File: config.mk
export PLATFORM = sky130hd
export DESIGN_NAME = stq_ctrl
export DESIGN_NICKNAME = d
export VERILOG_FILES = /design/src/rtl/sorted_software_timer_queue_top_defines.svh /design/src/rtl/stq_pkg.sv /design/src/rtl/stq_ctrl.sv
export SDC_FILE = /design/constraint.sdc
export NUM_CORES = 1
export LEC_CHECK = 0
export ABC_AREA = 1
export BUFFER_PORTS_ARGS = -buffer_cell sky130_fd_sc_hd__buf_2
export CELL_PAD_IN_SITES_DETAIL_PLACEMENT = 0
export CELL_PAD_IN_SITES_GLOBAL_PLACEMENT = 1
export CORE_UTILIZATION = 36
export DETAILED_ROUTE_END_ITERATION = 8
export PLACE_DENSITY = 0.84
export SYNTH_ARGS = -nofsm -noshare
export SYNTH_HDL_FRONTEND = slang
export SYNTH_SLANG_ARGS = --single-unit
File: constraint.sdc
create_clock -name clk_i -period 1.6 [get_ports clk_i]
set_clock_uncertainty 0.15 [all_clocks]
set_input_delay 0.08 -clock clk_i [delete_from_list [all_inputs] [get_ports clk_i]]
set_output_delay 0.08 -clock clk_i [all_outputs]
set_load 0.05 [all_outputs]
File: src/rtl/sorted_software_timer_queue_top_defines.svh
// assertion macros shared by the timer queue rtl
// no dependencies
`ifndef SORTED_SOFTWARE_TIMER_QUEUE_TOP_DEFINES_SVH
`define SORTED_SOFTWARE_TIMER_QUEUE_TOP_DEFINES_SVH

// clocked assertion with asynchronous active-low reset disable
`define STQ_ASSERT_CLK(lbl, clk, rstn, prop, msg) \
  lbl: assert property (@(posedge clk) disable iff (!rstn) prop) else $error(msg);

// default clock and reset names
`define STQ_ASSERT(lbl, prop, msg) \
  `STQ_ASSERT_CLK(lbl, clk_i, rst_ni, prop, msg)

`endif

File: src/rtl/stq_pkg.sv
// types and constants of the sorted timer queue
// no dependencies
package stq_pkg;

  localparam int unsigned DefaultDepth = 16;

  localparam logic [1:0] ActStartPeriodic = 2'd0;
  localparam logic [1:0] ActStartOneShot  = 2'd1;
  localparam logic [1:0] ActExpire        = 2'd2;
  localparam logic [1:0] ActClear         = 2'd3;

  localparam logic [1:0] KindStarted  = 2'd0;
  localparam logic [1:0] KindFired    = 2'd1;
  localparam logic [1:0] KindRejected = 2'd2;
  localparam logic [1:0] KindNone     = 2'd3;

  typedef struct packed {
    logic [1:0]         action;
    logic [7:0]         handler_tag;
    logic [31:0]        period;
    logic signed [31:0] arg_one;
    logic signed [31:0] arg_two;
    logic signed [31:0] arg_three;
  } item_t;

  typedef struct packed {
    logic [1:0]         kind;
    logic [7:0]         fired_tag;
    logic signed [31:0] fired_arg_one;
    logic signed [31:0] fired_arg_two;
    logic signed [31:0] fired_arg_three;
    logic [31:0]        next_delay;
    logic [4:0]         pending_count;
    logic               last;
  } result_t;

  // one held timer
  typedef struct packed {
    logic [31:0] due;
    logic [31:0] period;
    logic        once;
    logic [7:0]  tag;
    logic [31:0] a1;
    logic [31:0] a2;
    logic [31:0] a3;
  } entry_t;

  // one fired timer kept for reinsert and reporting
  typedef struct packed {
    logic [31:0] period;
    logic        once;
    logic [7:0]  tag;
    logic [31:0] a1;
    logic [31:0] a2;
    logic [31:0] a3;
  } fired_t;

  typedef struct packed {
    logic       ins_en;
    logic       ins_from_buf;
    logic       pop;
    logic       clear;
    logic       buf_we;
    logic       out_direct;
    logic       out_from_buf;
    logic       out_last;
    logic [1:0] out_kind;
  } cmd_t;

  typedef struct packed {
    logic empty;
    logic one_left;
    logic full;
    logic head_zero;
    logic buf_once;
  } stat_t;

endpackage

File: src/rtl/stq_ctrl.sv
// sequencer for start, clear, expire walk, reinsert and result emission
// depends on stq_pkg
module stq_ctrl #(
  parameter int unsigned DEPTH = stq_pkg::DefaultDepth
) (
  input  logic                     clk_i,
  input  logic                     rst_ni,
  input  logic                     start_i,
  input  logic [1:0]               action_i,
  input  stq_pkg::stat_t           stat_i,
  output logic                     busy_o,
  output stq_pkg::cmd_t            cmd_o,
  output logic [$clog2(DEPTH)-1:0] buf_addr_o
);
  import stq_pkg::*;

  localparam int unsigned AW = $clog2(DEPTH);

  typedef enum logic [2:0] {
    StIdle, StResp, StFire, StRbReq, StRbIns, StEmit, StDrain
  } state_e;

  state_e        state_q;
  logic [1:0]    kind_q;
  logic [AW:0]   nf_q;
  logic [AW-1:0] rptr_q;
  logic [AW:0]   eptr_q;
  logic          emit_v_q;
  logic          last_q;

  always_comb begin
    cmd_o      = '0;
    buf_addr_o = '0;
    cmd_o.out_from_buf = emit_v_q;
    cmd_o.out_last     = last_q;
    unique case (state_q)
      StIdle: begin
        if (start_i) begin
          if ((action_i == ActStartPeriodic || action_i == ActStartOneShot) && !stat_i.full) begin
            cmd_o.ins_en = 1'b1;
          end
          cmd_o.clear = (action_i == ActClear);
        end
      end
      StResp: begin
        cmd_o.out_direct = 1'b1;
        cmd_o.out_kind   = kind_q;
        cmd_o.out_last   = 1'b1;
      end
      StFire: begin
        cmd_o.buf_we = 1'b1;
        cmd_o.pop    = 1'b1;
        buf_addr_o   = nf_q[AW-1:0];
      end
      StRbReq: buf_addr_o = rptr_q;
      StRbIns: begin
        cmd_o.ins_en       = !stat_i.buf_once;
        cmd_o.ins_from_buf = 1'b1;
      end
      StEmit: buf_addr_o = eptr_q[AW-1:0];
      StDrain: ;
      default: ;
    endcase
  end

  always_ff @(posedge clk_i or negedge rst_ni) begin
    if (!rst_ni) begin
      state_q  <= StIdle;
      kind_q   <= KindNone;
      nf_q     <= '0;
      rptr_q   <= '0;
      eptr_q   <= '0;
      emit_v_q <= 1'b0;
      last_q   <= 1'b0;
    end else begin
      unique case (state_q)
        StIdle: begin
          if (start_i) begin
            unique case (action_i)
              ActStartPeriodic, ActStartOneShot: begin
                kind_q  <= stat_i.full ? KindRejected : KindStarted;
                state_q <= StResp;
              end
              ActClear: begin
                kind_q  <= KindNone;
                state_q <= StResp;
              end
              ActExpire: begin
                kind_q  <= KindNone;
                nf_q    <= '0;
                state_q <= stat_i.empty ? StResp : StFire;
              end
              default: state_q <= StIdle;
            endcase
          end
        end
        StResp: state_q <= StIdle;
        StFire: begin
          nf_q <= nf_q + 1'b1;
          if (stat_i.one_left || !stat_i.head_zero) begin
            rptr_q  <= nf_q[AW-1:0];
            state_q <= StRbReq;
          end
        end
        StRbReq: state_q <= StRbIns;
        StRbIns: begin
          if (rptr_q == '0) begin
            eptr_q  <= '0;
            state_q <= StEmit;
          end else begin
            rptr_q  <= rptr_q - 1'b1;
            state_q <= StRbReq;
          end
        end
        StEmit: begin
          emit_v_q <= 1'b1;
          last_q   <= (eptr_q == nf_q - 1'b1);
          eptr_q   <= eptr_q + 1'b1;
          if (eptr_q == nf_q - 1'b1) begin
            state_q <= StDrain;
          end
        end
        StDrain: begin
          emit_v_q <= 1'b0;
          last_q   <= 1'b0;
          state_q  <= StIdle;
        end
        default: state_q <= StIdle;
      endcase
    end
  end

  assign busy_o = (state_q != StIdle);
endmodule

## After elaboration in Yosys (flattened, before gate mapping)

Cells that the tools add are included.

| word-level totals | value |
|---|---|
| logic and storage cells | 78 |
| output and inout bits | 15 |
| input port bits | 10 |
| register bits after elaboration | 21 |

| cells by class | value |
|---|---|
| $add $sub $neg | 4 |
| equal/unequal tests | 16 |
| reductions and logical operators | 22 |
| muxes and demuxes | 29 |

Operator list:

| kind | number |
|---|---|
| 5-bit one-hot mux with 2 select lines | 2 |
| 3-bit 2-to-1 mux | 5 |
| 5-bit 2-to-1 mux | 3 |
| 3-bit one-hot mux with 5 select lines | 1 |
| 4-bit one-hot mux with 3 select lines | 1 |
| 5-bit by 1-bit adder with 5-bit output (second input constant) | 2 |
| 2-bit inequality test (second input constant) | 5 |
| 3-bit == test (second input constant) | 3 |
| 3-bit AND reduction | 3 |
| 4-bit 2-to-1 mux | 2 |
| 4-bit one-hot mux with 2 select lines | 1 |
| 2-bit nonzero test | 4 |
| 1-bit 2-to-1 mux | 7 |
| 3-bit by 2-bit == test with 1-bit output (second input constant) | 2 |
| 1-bit one-hot mux with 2 select lines | 3 |
| 3-bit one-hot mux with 2 select lines | 1 |
| 5-bit == test | 1 |
| 5-bit by 1-bit subtractor with 5-bit output (second input constant) | 1 |
| 2-bit == test (second input constant) | 2 |
| 4-bit zero test | 1 |
| 2-bit 2-to-1 mux | 2 |
| 2-bit one-hot mux with 2 select lines | 1 |
| 2-bit AND reduction | 2 |
| 2-bit OR reduction | 2 |
| other kinds (11) | 14 |

## Depth between registers and ports, before layout

| depth | value |
|---|---|
| word-level depth | 6 |
| mapped depth | 11 |
| gate-level depth less buffers | 11 |

## Least setup slack after synthesis

OpenSTA, ideal clock, no wires.

| timing path | value |
|---|---|
| path type | reg-to-output |
| start point | register state_q[2] |
| end point | output cmd_o[0] (netlist name) |
| setup slack | -1.158 ns |
| stages on the path, launching flop included | 5 |
| path buffers | 1 |
| required time | 1.370 ns |
| data arrival time | 2.528 ns |
| path through | dfrtp_1 -> buf_2 -> nor3_1 -> inv_1 -> nor2_1 |

RTL lines:

| item | line | text |
|---|---|---|
| start, declared | stq_ctrl.sv:23 | `state_e state_q;` |
| start signal, assigned | stq_ctrl.sv:68 | `state_q <= StIdle;` |
| start signal, assigned | stq_ctrl.sv:82 | `state_q <= StResp;` |
| start signal, assigned | stq_ctrl.sv:86 | `state_q <= StResp;` |
| end, declared | stq_ctrl.sv:12 | `output stq_pkg::cmd_t cmd_o,` |

==> results.py <==
metrics = {
    "pwr": {
        "p_int_mw": 2.36,
        "pwr-share-comb": 0.722,
        "switching_share": 0.496,
        "p_leak_nw": 1.20,
        "seq_power_share": 0.197,
        "power_mw": 4.68,
        "peakVddDrop_mv": 1.29,
        "pwr-share-clk": 0.081,
        "power_switching_mw": 2.32,
        "p_per_area_nw_per_um2": 1930,
    },
    "global_route": {
        "track_usage": 0.210,
        "grt_antenna_before_repair": 0,
        "grt_pass1_vias": 1522,
        "grt-ovfl-total": 0,
        "grt_pass1_wl_um": 6890,
        "grt_max_degree": 22,
    },
    "placement": {
        "dp_slack_ns": -0.0565,
        "dp_hpwl_um": 2960,
        "io_buffers": 24,
        "gp_congestion": 0.754,
    },
    "finish": {
        "drive_gt1_frac": 0.486,
        "fill_cells": 343,
        "num-nets-final": 295,
        "utilization": 0.638,
        "num_antenna_cells": 0,
        "multi_input_area_sq_um": 986,
        "regArea_sq_um": 529,
        "syn2layout_area_growth_pct": 64.9,
    },
    "setup_path": {
        "critPathKind": "reg -> out",
        "cp_cell_sequence": "nor2_2 > inv_2 > nor2_4 > inv_4 > nor2_4 > inv_2 > nor3_4 > o21bai_4 > buf_6",
        "crit_buf_inv": 4,
        "rr_startpoint": "state_q[0]",
        "r2r_slack_ns": -0.04,
        "r2r-end": "rptr_q[1]",
        "crit_family": "simple AND/OR/NAND/NOR gates",
        "cp_max_fo": 3,
        "cp.arrival_ns": 1.61,
        "end_kind": "output pin",
        "crit_slowest_cell": "dfrtp_1",
        "cp.required_ns": 1.37,
        "crit_path_start_kind": "register",
        "rr_worst_depth": 10,
        "max_stage_delay_ns": 0.42,
    },
    "timing": {
        "fin_ws_ns": -0.244,
        "tightest_slew_ns": 0.529,
        "finalHoldViolCount": 0,
        "fin_crit_sh": 1.15,
        "setup_viol": 16,
        "maxSlewHeadroom": 0.647,
        "max_clock_freq_ghz": 0.542,
        "fin_crit_ns": 1.84,
        "maxSlewViolCount": 0,
        "rsz0062_at_grt": "true",
    },
    "cts": {
        "cts-buffers-inserted": 3,
        "cts_tree": "built",
        "path_clk_slew_ns": 0.09,
        "h-tree-depth": 1,
        "clk_latency_ns": 0.27,
        "root_buffer": "clkbuf_8",
        "cts_sinks": 21,
        "cts.path.max_buffers": 2,
    },
    "min_path": {
        "min_from": "stat_i[3]",
        "min_path_type": "in -> reg",
        "hold_depth": 5,
        "holdPathEnd": "state_q[1]",
    },
    "synthesis": {
        "seq_area_frac_synth": 0.359,
        "ys_ff_latch": 21,
        "avgSynthCellArea_sq_um": 7.07,
        "ys_warn_count": 0,
        "synthDistinctLibCells": 31,
        "synthCells": 208,
        "syn_area_sq_um": 1470,
        "syn-num-nets": 222,
    },
    "detailed_routing": {
        "via_per_inst": 4.80,
        "vias": 1575,
        "routed_wl_um": 4210,
        "drtIter0Drc": 110,
        "wire_per_inst_um": 12.8,
        "drtPass1Iterations": 4,
        "drc": 0,
        "drtAntennaViolNets": 0,
    },
    "floorplan": {
        "dieArea_sq_um": 4340,
        "start_util": 0.387,
        "io_pins": 25,
        "die_y_um": 65.9,
        "die_x_um": 65.9,
        "core_sq_um": 3800,
        "num_rows": 22,
    },
    "run_status": {
        "violations": "setup timing",
        "outcome": "finished with violations",
    },
    "flow_run": {
        "maxCapViolCount": 0,
    },
}
## kinds of logic (layout without fill, tap and decap cells)
group | count (synthesis) | count (layout) | share of synthesized area
AND/OR/NAND/NOR | 99 | 99 | 0.306
buffers and inverters | 48 | 120 | 0.133
AO/OA/AOI/OAI | 33 | 33 | 0.150
flip-flops | 21 | 21 | 0.359
adder cells (fa/ha/maj) | 4 | 4 | 0.0340
XOR/XNOR | 3 | 3 | 0.0179
## cells in the final DEF, fill, tap and decap left out, types with 4 or more instances in the layout
master / count
buf_2: 10
buf_4: 42
buf_6: 16
dfrtp_1: 18
inv_1: 25
inv_2: 13
nand2_1: 46
nand2_2: 7
nand3_1: 9
nor2_1: 14
nor2_4: 7
o21ai_0: 5
o21ai_1: 9
o221ai_4: 4
## synthesized netlist by cell type
| cell | number | share of area |
|---|---|---|
| o221ai_1 | 4 | 0.024 |
| a21boi_1 | 1 | 0.0051 |
| dfrtp_1 | 19 | 0.32 |
| or2_2 | 1 | 0.0043 |
| or2_1 | 1 | 0.0043 |
| nand2_2 | 3 | 0.013 |
| o21ai_2 | 3 | 0.018 |
| o32ai_1 | 1 | 0.0060 |
| o31ai_1 | 2 | 0.010 |
| o221ai_2 | 1 | 0.010 |
| o21ai_0 | 14 | 0.048 |
| inv_1 | 32 | 0.082 |
| nand4_1 | 1 | 0.0043 |
| nor2_2 | 3 | 0.013 |
| nand2_1 | 54 | 0.14 |
| buf_2 | 3 | 0.010 |
| o22ai_1 | 2 | 0.0085 |
| inv_2 | 10 | 0.026 |
| nand3_1 | 9 | 0.031 |
| o21bai_1 | 1 | 0.0051 |
| ha_1 | 4 | 0.034 |
| o211ai_1 | 1 | 0.0051 |
| nor3_2 | 2 | 0.014 |
| xor2_1 | 3 | 0.018 |
| nor3_1 | 3 | 0.010 |
| nand3_2 | 1 | 0.0068 |
| dfstp_2 | 2 | 0.036 |
| a21oi_1 | 3 | 0.010 |
| nor2_4 | 3 | 0.023 |
| buf_4 | 3 | 0.015 |
| nor2_1 | 18 | 0.046 |
## registers in the layout, summed over array words and instances (netlist names)
| register | count |
|---|---|
| kind_q | 2 |
| nf_q | 5 |
| last_q | 1 |
| state_q | 3 |
| eptr_q | 5 |
| rptr_q | 4 |
| emit_v_q | 1 |
## routing by layer
layer  global-route usage  vias up  routed length (um)
met3               0.0276        8                 157
met2                0.364       32                2100
met5                    0        -                   0
met1                0.272      732                1870
met4               0.0571        0                  89
li1                     -      803                   -
## per-stage QoR
step / setup TNS (ns) / area, sq um / std cells / hold slack [ns]
floorplan: -1.27 / 1590 / 208 / -0.366
global placement: -0.0600 / 2020 / 311 / -0.0783
detailed placement: -0.228 / 2020 / 311 / -0.0693
CTS: -1.46 / 2300 / 322 / 0.0305
global route: -4.21 / 2420 / 328 / 0.0823
finish: -1.61 / 2420 / 328 / 0.0439
## worst min-delay path: cells and delay by family
| family | cells | cell delay (ns) |
|---|---|---|
| buffers and inverters | 2 | 0.19 |
| and+or+nand+nor | 3 | 0.16 |
## how the worst max path moves through the flow
stage	start	to	slack [ns]	cells past startpoint
after floorplan	state_q[0]	buf_addr_o[0]	-0.16	6
after global placement	state_q[0]	cmd_o[9]	-0.02	9
after detailed placement	state_q[0]	cmd_o[9]	-0.06	9
after CTS	state_q[0]	cmd_o[9]	-0.24	9
after global routing	state_q[0]	cmd_o[9]	-0.34	9
final	state_q[0]	cmd_o[9]	-0.24	9
## power by group through the flow
| stage | sequential, mW | clock, mW | combinational [mW] |
|---|---|---|---|
| floorplan | 0.877 | 0 | 1.82 |
| global placement | 0.912 | 0 | 2.62 |
| detailed placement | 0.920 | 0 | 2.65 |
| CTS | 0.928 | 0.381 | 3.03 |
| global route | 0.952 | 0.412 | 3.67 |
| finish | 0.923 | 0.378 | 3.38 |
## what timing repair did
action / in CTS / in global routing
hold buffers: 2 / 0
buffers inserted: 5 / 6
setup endpoints to repair: 22 / 30
pin swaps: 9 / 9
resized for setup: 53 / 30
endpoints found under the hold margin: 22 / 0
## layout make-up
type,instances,area share
Clock inverter,1,0.00310
Tap cell,48,0.0248
Multi-Input combinational cell,139,0.407
Sequential cell,21,0.218
Inverter,42,0.0702
Clock buffer,3,0.0170
Timing Repair Buffer,74,0.260
Power figures use the tool's default switching activity.
